===== config.mk =====
export PLATFORM = sky130hd
export DESIGN_NAME = multi_terminal_serial_registers_core
export DESIGN_NICKNAME = d
export VERILOG_FILES = /design/src/rtl/mtsr_pkg.sv /design/src/rtl/mtsr_ctrl.sv /design/src/rtl/mtsr_datapath.sv /design/src/rtl/multi_terminal_serial_registers_core.sv
export SDC_FILE = /design/constraint.sdc
export NUM_CORES = 1
export LEC_CHECK = 0
export ABC_CLOCK_PERIOD_IN_PS = 2200
export BUFFER_PORTS_ARGS = -buffer_cell sky130_fd_sc_hd__buf_2
export CAP_MARGIN = 40
export CORE_MARGIN = 2
export CORE_UTILIZATION = 51
export DETAILED_ROUTE_END_ITERATION = 8
export PLACE_DENSITY = 0.78
export SKIP_LAST_GASP = 1
export SLEW_MARGIN = 25
export SYNTH_ARGS = -nofsm -noshare
export SYNTH_HDL_FRONTEND = slang
export SYNTH_HIERARCHICAL = 1
export SYNTH_SLANG_ARGS = --single-unit

===== constraint.sdc =====
create_clock -name clk -period 2.2 [get_ports clk]
set_input_delay 0.22 -clock clk [delete_from_list [all_inputs] [get_ports clk]]
set_output_delay 0.22 -clock clk [all_outputs]
set_load 0.01 [all_outputs]

===== src/rtl/mtsr_pkg.sv =====
// mtsr_pkg: types and constants shared by the serial terminal register bank
// used by mtsr_ctrl, mtsr_datapath and multi_terminal_serial_registers_core
`default_nettype none

package mtsr_pkg;

    localparam int MAX_TERMS  = 8;
    localparam int CHAR_W     = 8;
    localparam int DELAY_W    = 16;
    localparam int TERM_IDX_W = 3;
    localparam int TIU_W      = 4;
    localparam int CFG_DATA_W = 16;

    localparam logic [TIU_W-1:0]   TIU_RESET   = 4'd2;
    localparam logic [DELAY_W-1:0] DELAY_RESET = 16'd1;

    typedef enum logic [1:0] {
        KIND_READ  = 2'd0,
        KIND_WRITE = 2'd1,
        KIND_CHAR  = 2'd2,
        KIND_TICK  = 2'd3
    } kind_t;

    typedef enum logic [3:0] {
        REG_RX_CTRL = 4'd0,
        REG_RX_DATA = 4'd4,
        REG_TX_CTRL = 4'd8,
        REG_TX_DATA = 4'd12
    } reg_off_t;

    typedef enum logic {
        CFG_TERMS_IN_USE = 1'b0,
        CFG_TX_DELAY     = 1'b1
    } cfg_idx_t;

    typedef struct packed {
        logic load;
        logic advance;
    } dp_cmd_t;

    typedef struct packed {
        logic last;
    } dp_status_t;

endpackage

`default_nettype wire


===== src/rtl/mtsr_ctrl.sv =====
// mtsr_ctrl: controller state machine sequencing accept and result words
// depends on mtsr_pkg
`default_nettype none

module mtsr_ctrl
(
    input  wire logic                 clk,
    input  wire logic                 rst_n,
    input  wire logic                 start,
    input  wire mtsr_pkg::dp_status_t status,
    output logic                      busy,
    output logic                      strobe,
    output mtsr_pkg::dp_cmd_t         cmd
);

    typedef enum logic {
        ST_IDLE,
        ST_EMIT
    } state_t;

    state_t state_reg;
    state_t state_next;
    logic   accept;

    // final result word of an item overlaps acceptance of the next one
    assign busy   = (state_reg == ST_EMIT) && !status.last;
    assign accept = start && !busy;
    assign strobe = (state_reg == ST_EMIT);

    assign cmd.load    = accept;
    assign cmd.advance = (state_reg == ST_EMIT);

    always_comb
    begin
        state_next = state_reg;
        unique case (state_reg)
            ST_IDLE:
            begin
                if (accept)
                begin
                    state_next = ST_EMIT;
                end
            end
            ST_EMIT:
            begin
                if (accept)
                begin
                    state_next = ST_EMIT;
                end
                else if (status.last)
                begin
                    state_next = ST_IDLE;
                end
            end
            default:
            begin
                state_next = ST_IDLE;
            end
        endcase
    end

    always_ff @(posedge clk or negedge rst_n)
    begin
        if (!rst_n)
        begin
            state_reg <= ST_IDLE;
        end
        else
        begin
            state_reg <= state_next;
        end
    end

endmodule

`default_nettype wire


===== src/rtl/mtsr_datapath.sv =====
// mtsr_datapath: per-terminal registers, transmit countdowns, config and result select
// depends on mtsr_pkg
`default_nettype none

module mtsr_datapath
#(
    parameter int NUM_TERMS = 2
)
(
    input  wire logic                            clk,
    input  wire logic                            rst_n,
    input  wire mtsr_pkg::dp_cmd_t               cmd,
    output mtsr_pkg::dp_status_t                 status,
    input  wire logic                            cfg_write,
    input  wire logic                            cfg_index,
    input  wire logic [mtsr_pkg::CFG_DATA_W-1:0] cfg_data,
    input  wire logic [1:0]                      kind,
    input  wire logic [7:0]                      address,
    input  wire logic [31:0]                     write_value,
    input  wire logic [2:0]                      source_terminal,
    input  wire logic [7:0]                      received_char,
    output logic [7:0]                           read_value,
    output logic                                 bus_error,
    output logic                                 send_valid,
    output logic [2:0]                           send_terminal,
    output logic [7:0]                           send_char,
    output logic [7:0]                           receive_irq_lines,
    output logic [7:0]                           transmit_irq_lines
);

    localparam int CW = mtsr_pkg::CHAR_W;
    localparam int DW = mtsr_pkg::DELAY_W;
    localparam int TW = mtsr_pkg::TIU_W;

    logic [TW-1:0]        tiu_reg;
    logic [DW-1:0]        delay_reg;

    logic [NUM_TERMS-1:0] rx_ready_reg, rx_ready_next;
    logic [NUM_TERMS-1:0] rx_en_reg, rx_en_next;
    logic [NUM_TERMS-1:0] tx_ready_reg, tx_ready_next;
    logic [NUM_TERMS-1:0] tx_en_reg, tx_en_next;
    logic [CW-1:0]        rx_byte_reg [NUM_TERMS];
    logic [CW-1:0]        rx_byte_next [NUM_TERMS];
    logic [CW-1:0]        tx_byte_reg [NUM_TERMS];
    logic [CW-1:0]        tx_byte_next [NUM_TERMS];
    logic [DW-1:0]        cd_reg [NUM_TERMS];
    logic [DW-1:0]        cd_next [NUM_TERMS];

    logic [NUM_TERMS-1:0] pend_reg, pend_next;
    logic [CW-1:0]        rd_reg, rd_next;
    logic                 err_reg, err_next;

    logic [TW-1:0]        dev;
    logic [3:0]           reg_off;
    logic                 dev_ok;
    logic                 src_ok;
    logic                 sel_rx_ready;
    logic                 sel_rx_en;
    logic                 sel_tx_ready;
    logic                 sel_tx_en;
    logic [CW-1:0]        sel_rx_byte;
    logic [DW-1:0]        load_delay;

    logic                 found;
    logic [2:0]           found_term;
    logic [CW-1:0]        found_char;

    assign dev     = address[7:4];
    assign reg_off = address[3:0];
    assign dev_ok  = (dev < tiu_reg) && (dev < TW'(NUM_TERMS));
    assign src_ok  = (TW'(source_terminal) < tiu_reg) && (TW'(source_terminal) < TW'(NUM_TERMS));
    assign load_delay = (delay_reg == '0) ? DW'(1) : delay_reg;

    always_comb
    begin
        sel_rx_ready = 1'b0;
        sel_rx_en    = 1'b0;
        sel_tx_ready = 1'b0;
        sel_tx_en    = 1'b0;
        sel_rx_byte  = '0;
        for (int t = 0; t < NUM_TERMS; t++)
        begin
            if (dev == TW'(t))
            begin
                sel_rx_ready = rx_ready_reg[t];
                sel_rx_en    = rx_en_reg[t];
                sel_tx_ready = tx_ready_reg[t];
                sel_tx_en    = tx_en_reg[t];
                sel_rx_byte  = rx_byte_reg[t];
            end
        end
    end

    always_comb
    begin
        rx_ready_next = rx_ready_reg;
        rx_en_next    = rx_en_reg;
        tx_ready_next = tx_ready_reg;
        tx_en_next    = tx_en_reg;
        rx_byte_next  = rx_byte_reg;
        tx_byte_next  = tx_byte_reg;
        cd_next       = cd_reg;
        pend_next     = pend_reg;
        rd_next       = rd_reg;
        err_next      = err_reg;
        if (cmd.load)
        begin
            rd_next   = '0;
            err_next  = 1'b0;
            pend_next = '0;
            unique case (mtsr_pkg::kind_t'(kind))
                mtsr_pkg::KIND_READ:
                begin
                    err_next = 1'b1;
                    if (dev_ok)
                    begin
                        unique case (reg_off)
                            mtsr_pkg::REG_RX_CTRL:
                            begin
                                rd_next  = {6'd0, sel_rx_en, sel_rx_ready};
                                err_next = 1'b0;
                            end
                            mtsr_pkg::REG_RX_DATA:
                            begin
                                rd_next  = sel_rx_byte;
                                err_next = 1'b0;
                                for (int t = 0; t < NUM_TERMS; t++)
                                begin
                                    if (dev == TW'(t))
                                    begin
                                        rx_ready_next[t] = 1'b0;
                                    end
                                end
                            end
                            mtsr_pkg::REG_TX_CTRL:
                            begin
                                rd_next  = {6'd0, sel_tx_en, sel_tx_ready};
                                err_next = 1'b0;
                            end
                            default:
                            begin
                                err_next = 1'b1;
                            end
                        endcase
                    end
                end
                mtsr_pkg::KIND_WRITE:
                begin
                    err_next = 1'b1;
                    if (dev_ok)
                    begin
                        unique case (reg_off)
                            mtsr_pkg::REG_RX_CTRL:
                            begin
                                err_next = 1'b0;
                                for (int t = 0; t < NUM_TERMS; t++)
                                begin
                                    if (dev == TW'(t))
                                    begin
                                        rx_ready_next[t] = write_value[0];
                                        rx_en_next[t]    = write_value[1];
                                    end
                                end
                            end
                            mtsr_pkg::REG_TX_CTRL:
                            begin
                                err_next = 1'b0;
                                for (int t = 0; t < NUM_TERMS; t++)
                                begin
                                    if (dev == TW'(t))
                                    begin
                                        tx_ready_next[t] = write_value[0];
                                        tx_en_next[t]    = write_value[1];
                                    end
                                end
                            end
                            mtsr_pkg::REG_TX_DATA:
                            begin
                                err_next = 1'b0;
                                for (int t = 0; t < NUM_TERMS; t++)
                                begin
                                    if (dev == TW'(t))
                                    begin
                                        tx_byte_next[t]  = write_value[CW-1:0];
                                        tx_ready_next[t] = 1'b0;
                                        cd_next[t]       = load_delay;
                                    end
                                end
                            end
                            default:
                            begin
                                err_next = 1'b1;
                            end
                        endcase
                    end
                end
                mtsr_pkg::KIND_CHAR:
                begin
                    if (src_ok)
                    begin
                        for (int t = 0; t < NUM_TERMS; t++)
                        begin
                            if (source_terminal == 3'(t))
                            begin
                                rx_byte_next[t]  = received_char;
                                rx_ready_next[t] = 1'b1;
                            end
                        end
                    end
                end
                mtsr_pkg::KIND_TICK:
                begin
                    for (int t = 0; t < NUM_TERMS; t++)
                    begin
                        if (cd_reg[t] != '0)
                        begin
                            cd_next[t] = cd_reg[t] - DW'(1);
                            if (cd_reg[t] == DW'(1))
                            begin
                                tx_ready_next[t] = 1'b1;
                                pend_next[t]     = 1'b1;
                            end
                        end
                    end
                end
                default:
                begin
                    err_next = 1'b0;
                end
            endcase
        end
        else if (cmd.advance)
        begin
            // drop the lowest finished transmitter
            pend_next = pend_reg & (pend_reg - NUM_TERMS'(1));
        end
    end

    always_ff @(posedge clk or negedge rst_n)
    begin
        if (!rst_n)
        begin
            tiu_reg      <= mtsr_pkg::TIU_RESET;
            delay_reg    <= mtsr_pkg::DELAY_RESET;
            rx_ready_reg <= '0;
            rx_en_reg    <= '0;
            tx_ready_reg <= '1;
            tx_en_reg    <= '0;
            pend_reg     <= '0;
            rd_reg       <= '0;
            err_reg      <= 1'b0;
            for (int t = 0; t < NUM_TERMS; t++)
            begin
                rx_byte_reg[t] <= '0;
                tx_byte_reg[t] <= '0;
                cd_reg[t]      <= '0;
            end
        end
        else
        begin
            if (cfg_write)
            begin
                unique case (mtsr_pkg::cfg_idx_t'(cfg_index))
                    mtsr_pkg::CFG_TERMS_IN_USE: tiu_reg   <= cfg_data[TW-1:0];
                    mtsr_pkg::CFG_TX_DELAY:     delay_reg <= cfg_data[DW-1:0];
                    default:                    tiu_reg   <= tiu_reg;
                endcase
            end
            rx_ready_reg <= rx_ready_next;
            rx_en_reg    <= rx_en_next;
            tx_ready_reg <= tx_ready_next;
            tx_en_reg    <= tx_en_next;
            pend_reg     <= pend_next;
            rd_reg       <= rd_next;
            err_reg      <= err_next;
            rx_byte_reg  <= rx_byte_next;
            tx_byte_reg  <= tx_byte_next;
            cd_reg       <= cd_next;
        end
    end

    // lowest pending terminal wins
    always_comb
    begin
        found      = 1'b0;
        found_term = '0;
        found_char = '0;
        for (int t = NUM_TERMS - 1; t >= 0; t--)
        begin
            if (pend_reg[t])
            begin
                found      = 1'b1;
                found_term = 3'(t);
                found_char = tx_byte_reg[t];
            end
        end
    end

    assign status.last = ((pend_reg & (pend_reg - NUM_TERMS'(1))) == '0);

    assign read_value         = found ? '0 : rd_reg;
    assign bus_error          = found ? 1'b0 : err_reg;
    assign send_valid         = found;
    assign send_terminal      = found_term;
    assign send_char          = found_char;
    assign receive_irq_lines  = 8'(rx_ready_reg & rx_en_reg);
    assign transmit_irq_lines = 8'(tx_ready_reg & tx_en_reg);

endmodule

`default_nettype wire


===== src/rtl/multi_terminal_serial_registers_core.sv =====
// multi_terminal_serial_registers_core: top level of the serial terminal register bank
// instantiates mtsr_ctrl and mtsr_datapath, depends on mtsr_pkg
//
// usage:
//   a word (bus read, bus write, received character or time tick) is taken on a
//   rising edge with start high and busy low. its results appear on the result
//   ports one per cycle, each marked by strobe for exactly one cycle; last marks
//   the final result of the word. the receiver cannot stall, results are not held.
//   latency: first result in the cycle after the word is taken.
//   throughput: a bus access or character gives one result and the next word can
//   be taken in the cycle that result is shown, so one word per cycle. a tick
//   gives one result per finishing transmitter (at least one) and holds busy high
//   until its last result; the result sequencer walks the finished terminals.
//   configuration: cfg_write, cfg_index 0 (terminals in use) or 1 (transmit delay
//   in ticks); users must write only while no word is in flight; this is not checked.
//   reset: asynchronous, active low; receivers not ready, transmitters ready,
//   no transmission pending, 2 terminals in use, delay of one tick.
`default_nettype none

module multi_terminal_serial_registers_core
#(
    parameter int NUM_TERMS = 2
)
(
    input  wire logic        clk,
    input  wire logic        rst_n,
    input  wire logic        start,
    output logic             busy,
    input  wire logic        cfg_write,
    input  wire logic        cfg_index,
    input  wire logic [15:0] cfg_data,
    input  wire logic [1:0]  kind,
    input  wire logic [7:0]  address,
    input  wire logic [31:0] write_value,
    input  wire logic [2:0]  source_terminal,
    input  wire logic [7:0]  received_char,
    output logic             strobe,
    output logic [7:0]       read_value,
    output logic             bus_error,
    output logic             send_valid,
    output logic [2:0]       send_terminal,
    output logic [7:0]       send_char,
    output logic [7:0]       receive_irq_lines,
    output logic [7:0]       transmit_irq_lines,
    output logic             last
);

    mtsr_pkg::dp_cmd_t    cmd;
    mtsr_pkg::dp_status_t status;

    mtsr_ctrl u_ctrl
    (
        .clk    (clk),
        .rst_n  (rst_n),
        .start  (start),
        .status (status),
        .busy   (busy),
        .strobe (strobe),
        .cmd    (cmd)
    );

    mtsr_datapath
    #(
        .NUM_TERMS (NUM_TERMS)
    )
    u_datapath
    (
        .clk                (clk),
        .rst_n              (rst_n),
        .cmd                (cmd),
        .status             (status),
        .cfg_write          (cfg_write),
        .cfg_index          (cfg_index),
        .cfg_data           (cfg_data),
        .kind               (kind),
        .address            (address),
        .write_value        (write_value),
        .source_terminal    (source_terminal),
        .received_char      (received_char),
        .read_value         (read_value),
        .bus_error          (bus_error),
        .send_valid         (send_valid),
        .send_terminal      (send_terminal),
        .send_char          (send_char),
        .receive_irq_lines  (receive_irq_lines),
        .transmit_irq_lines (transmit_irq_lines)
    );

    assign last = status.last;

endmodule

`default_nettype wire

# [Word-level counts from Yosys, hierarchy flattened]
# Cells that the tools add are included.
[word_totals] reg_bits=104 wordCells=162
[op_classes] n_addsub=3 magnitude_cmp=4 n_eq_ne=31 mux=64 bitwise_logic=5 n_reduce_logical=35
[op_table] operator="$mux W16" count=5
[op_table] operator="$mux W32" count=2
[op_table] operator="$pmux W32 S2" count=1
[op_table] operator="$mux W8" count=7
[op_table] operator="$mux W1" count=34
[op_table] operator="$eq A16 B1 Y1 const B" count=2
[op_table] operator="$reduce_bool A16 Y1" count=2
[op_table] operator="$sub A16 B1 Y16 const B" count=2
[op_table] operator="$ne A2 B1 Y1 const B" count=15
[op_table] operator="$reduce_and A5 Y1" count=6
[op_table] operator="$pmux W8 S3" count=1
[op_table] operator="$reduce_and A10 Y1" count=2
[op_table] operator="$mux W2" count=9
[op_table] operator="$logic_not A16 Y1" count=1
[op_table] operator="$reduce_and A8 Y1" count=2
[op_table] operator="$ne A3 B2 Y1 const B" count=5
[op_table] operator="$reduce_and A6 Y1" count=2
[op_table] operator="$eq A4 B4 Y1 const B" count=2
[op_table] operator="$logic_not A4 Y1" count=2
[op_table] operator="$pmux W2 S2" count=2
[op_table] operator="$reduce_and A4 Y1" count=2
[op_table] operator="$and A2 B2 Y2" count=3
[op_table] operator="$pmux W2 S3" count=1
[op_table] operator="$reduce_or A3 Y1" count=2
[op_table] operator="20 further kinds" count=30

# [Depth between registers and ports, before layout]
[depth] ltp_word=9 depth_mapped=11

# [By module]
# Netlist, hierarchy kept.
[by_module_without_submodules] module="mtsr_datapath" instances=1 cells_each=587 area_per_inst_um2=5843.1
[by_module_without_submodules] module="mtsr_ctrl" instances=1 cells_each=7 area_per_inst_um2=72.6

# [Worst setup path before layout]
# OpenSTA, ideal clock, no wires.
[synth_path] path_kind="register to register" from="reg u_datapath.tiu_reg[1]" to="reg u_datapath/tx_byte_reg[10] in the netlist's numbering" arrival_ns=2.242 required_time_ns=2.073 path_slack_ns=-0.170 stages_incl_launch_ff=9 n_path_buf=0 cell_sequence="dfstp_2 -> inv_1 -> ha_1 -> o211ai_1 -> o21ai_1 -> nor2_1 -> nand2_1 -> nor3_4 -> mux2_1"
[synth_between] elab_chain_len=3
[synth_rtl] item="start, declared" line_no="mtsr_datapath.sv:35" source="logic [TW-1:0] tiu_reg;"
[synth_rtl] item="start signal, assigned" line_no="mtsr_datapath.sv:243" source="tiu_reg <= mtsr_pkg::TIU_RESET;"
[synth_rtl] item="start signal, assigned" line_no="mtsr_datapath.sv:264" source="mtsr_pkg::CFG_TERMS_IN_USE: tiu_reg <= cfg_data[TW-1:0];"
[synth_rtl] item="start signal, assigned" line_no="mtsr_datapath.sv:266" source="default: tiu_reg <= tiu_reg;"
[synth_rtl] item="$lt A4 B4 Y1" line_no="mtsr_datapath.sv:70" source="assign dev_ok = (dev < tiu_reg) && (dev < TW'(NUM_TERMS));"
[synth_rtl] item="$logic_and A1 B1 Y1" line_no="mtsr_datapath.sv:70"
[synth_rtl] item="$reduce_and A5 Y1 (no source line)"
[synth_rtl] item="end signal, assigned" line_no="mtsr_datapath.sv:277" source="tx_byte_reg <= tx_byte_next;"
[synth_rtl] item="end, declared" line_no="mtsr_datapath.sv:44" source="logic [CW-1:0] tx_byte_reg [NUM_TERMS];"
# No other way between the ends.
# A chain may end at the register's enable or synchronous reset.

# [Worst setup path after layout]
[layout_path] from="reg u_datapath.tiu_reg[1]" to="reg u_datapath/cd_reg[27] in the netlist's numbering"
[layout_between] elab_chain_len=4
[layout_rtl] item="$lt A4 B4 Y1" line_no="mtsr_datapath.sv:70"
[layout_rtl] item="$logic_and A1 B1 Y1" line_no="mtsr_datapath.sv:70"
[layout_rtl] item="$ne A2 B1 Y1 (no source line)"
[layout_rtl] item="$reduce_and A6 Y1 (no source line)"
[layout_rtl] item="end signal, assigned" line_no="mtsr_datapath.sv:278" source="cd_reg <= cd_next;"
[layout_rtl] item="end, declared" line_no="mtsr_datapath.sv:46" source="logic [DW-1:0] cd_reg [NUM_TERMS];"
# No other way between the ends.

==> metrics.cfg <==
[critical_path]
crit_slowest_cell = dfstp_2
arrival_ps = 2630
crit_type = flop to flop
path_buf_inv = 2
crit_chain = inv_2 -> ha_4 -> o211ai_1 -> o21ai_2 -> o31ai_2 -> o2111ai_2 -> buf_12 -> nor4_1 -> a211o_1
slowest_delay_ps = 530
critPathLaunchType = flop
cp_top_family = compound AO/OA/AOI/OAI gates
path_max_fanout = 41
cp-end-kind = flop
cp.required_ps = 2490

[sta]
finalHoldViolCount = 0
setup_viol_count_final = 47
worstMarginPinSlew_ps = 668
maxSlewViolCount = 0
finalCriticalPeriod_ps = 2340
clock.fmax_ghz = 0.428
finClkSkew_ps = 8.80
period_share_pct = 106
slew_headroom_pct = 55.4
fin_ws_ps = -138
finalSetupTns_ps = -3500
rsz0062_at_grt = true

[logic_synthesis]
synthDistinctLibCells = 66
seq_area_frac_synth_pct = 44.1
postSynthCellCount = 594
synth_top_family_by_area = simple AND/OR/NAND/NOR gates
synth_async_sr_flop_share_pct = 100
synthMuxAreaShare_pct = 12.3
synthesis.area_mm2 = 0.00592
synth_ff_type = dfrtp_1
synth_edf_count = 0
yosys_warnings = 6
synth_compound_area_share_pct = 15.7
yosys.area_share.xor_xnor_pct = 0
yosys.area_share.simple_pct = 19.1
yosys_register_bits = 104
avgSynthCellArea_um2 = 9.96
synth-adder-area-share_pct = 3.17

[power]
powerDensity_mw_per_mm2 = 711
power.leakage_nw = 3.45
finalPower_mw = 5.39
ir_drop_v = 0.000541

[die]
start_util_pct = 52.0
coreArea_mm2 = 0.0114
die_w_um = 112
io_pins = 114
die_h_um = 112
die_area_mm2 = 0.0125
num_rows = 39

[clocking]
numCtsBuffers = 9
cts_tree = built
clk_pin_slew_ps = 70
clkSinkCount = 104
insertion_delay_ps = 360
cts.path.max_buffers = 2
root_buffer = clkbuf_16
htree_levels = 3

[grt]
top_usage_layer = met2
gr-total-overflow = 0
grt_start_max_net_pins = 61
met3_usage_pct = 4.90
grt_pass1_wl_um = 26000
antenna_found_initial = 0
use_met2_pct = 42.2
track_usage_pct = 26.1
grt_pass1_vias = 5176
use_met1_pct = 35.5

[placed_design]
gp_congestion = 0.873
hpwl_um = 11200
port_buffers = 75
dp_slack_ps = -231

[route]
vias_per_cell = 6.03
wl_per_cell_um = 18.8
dr.pass1.iters = 5
final_antenna_net_count = 0
drt-total-wl_um = 16300
vias = 5213
drc_errors = 0
drt_iter0_markers = 430

[status]
status = finished with violations
failed_checks = setup timing

[job]
drv_cap = 0

[cells_and_area]
num_antenna_cells = 0
finalNetCount = 806
largest_register_ffs = 32
final_common_cell = dfrtp_1
drive_gt1_share_pct = 37.3
layout_common_cells = dfrtp_1, buf_2, buf_4, nor2_1, nand2_1
area_growth_syn_to_layout_pct = 28.1

[hold_path]
hold_class = input pin to flop

[what timing repair did]
action	in CTS	in global routing
pin swaps	11	15
endpoints found under the setup margin	51	68
gates resized for setup	30	50
endpoints found under the hold margin	42	0
setup buffers	5	7
hold buffers	1	0
[cell families (layout without fill, tap and decap cells)]
kind of cell,Yosys count,after routing
AOI/OAI and AO/OA,132,132
DFF,104,104
muxes,66,66
other,1,14
buffers and inverters,69,184
adders and majority gates,15,15
and+or+nand+nor,207,207
[cell usage after synthesis, types with 3 or more instances]
| library cell | n | area (um2) |
|---|---|---|
| o31ai_1 | 4 | 30.0 |
| o22ai_1 | 9 | 56.3 |
| buf_4 | 17 | 128 |
| clkbuf_1 | 18 | 67.6 |
| or3_1 | 10 | 62.6 |
| nand2_1 | 41 | 154 |
| nand2b_1 | 6 | 37.5 |
| mux2i_1 | 11 | 110 |
| o211ai_1 | 3 | 22.5 |
| a311oi_1 | 4 | 35.0 |
| or4_1 | 8 | 60.1 |
| o21ai_1 | 5 | 25.0 |
| inv_1 | 24 | 90.1 |
| mux2_1 | 13 | 146 |
| dfstp_2 | 4 | 105 |
| ha_1 | 15 | 188 |
| a211oi_1 | 4 | 30.0 |
| o32ai_1 | 3 | 26.3 |
| mux2_2 | 42 | 473 |
| a21oi_1 | 25 | 125 |
| a31oi_1 | 4 | 25.0 |
| o22a_1 | 5 | 43.8 |
| buf_1 | 4 | 15.0 |
| nand3_1 | 22 | 110 |
| nor4_1 | 17 | 106 |
| nor2b_1 | 3 | 18.8 |
| o21ai_0 | 24 | 120 |
| nor2_1 | 41 | 154 |
| a21o_1 | 4 | 30.0 |
| a22o_1 | 8 | 70.1 |
| a211o_1 | 11 | 96.3 |
| buf_2 | 5 | 25.0 |
| dfrtp_1 | 100 | 2500 |
| and2_1 | 11 | 68.8 |
| nor3b_1 | 3 | 22.5 |
| nand4_1 | 10 | 62.6 |
| nor3_1 | 17 | 85.1 |
| o2bb2ai_1 | 6 | 52.6 |
[layer usage]
metal	wire [um]	part of all wire [%]
met5	0	0
met4	306	1.9
met2	7990	49
met3	1000	6.2
met1	6960	43
[final cells by class]
cell class / count / area (um2)
clock inverter: 6 / 91.3
sequential: 104 / 2610
inverter: 25 / 93.8
multi-input combinational: 434 / 3410
tap: 143 / 179
timing repair buffer: 143 / 971
fill: 845 / 3790
clock buffer: 10 / 229
[worst register-to-register path, stage by stage (launching register included)]
cell	delay, ps
dfstp_2	530
inv_2	50
ha_4	200
o211ai_1	240
o21ai_2	160
o31ai_2	260
o2111ai_2	190
buf_12	220
nor4_1	270
a211o_1	150
[power breakdown]
part,switching [mW],total [mW],internal (mW)
combinational,0.581,1.14,0.557
clock,0.759,1.77,1.01
sequential,0.308,2.48,2.18
[worst paths after layout]
path	slack [ps]	depth (start not counted)	from	endpoint
max	-140	9	u_datapath/tiu_reg[1]$_DFFE_PN1P_	u_datapath/cd_reg[27]$_DFFE_PN0P_
min	70	2	start	u_ctrl/strobe$_DFF_PN0_
max reg2reg	-140	9	u_datapath/tiu_reg[1]$_DFFE_PN1P_	u_datapath/cd_reg[27]$_DFFE_PN0P_
min reg2reg	480	1	u_datapath/rd_reg[3]$_DFFE_PN0P_	u_datapath/rd_reg[3]$_DFFE_PN0P_
max in group asynchronous	1020	3	rst_n	u_datapath/tx_ready_reg[1]$_DFFE_PN1P_
min in group asynchronous	410	2	rst_n	u_datapath/cd_reg[23]$_DFFE_PN0P_
[metrics by stage]
stage	util, %	cell area (um2)	hold slack (ps)	cells
after floorplan	-	6010	-75.6	607
after global placement	59.7	6780	241	836
after detailed placement	59.7	6780	262	836
after CTS	64.0	7280	60.8	858
after global routing	66.7	7580	68.4	865
final	66.7	7580	68.0	865
(Power assumes the default switching activity.)
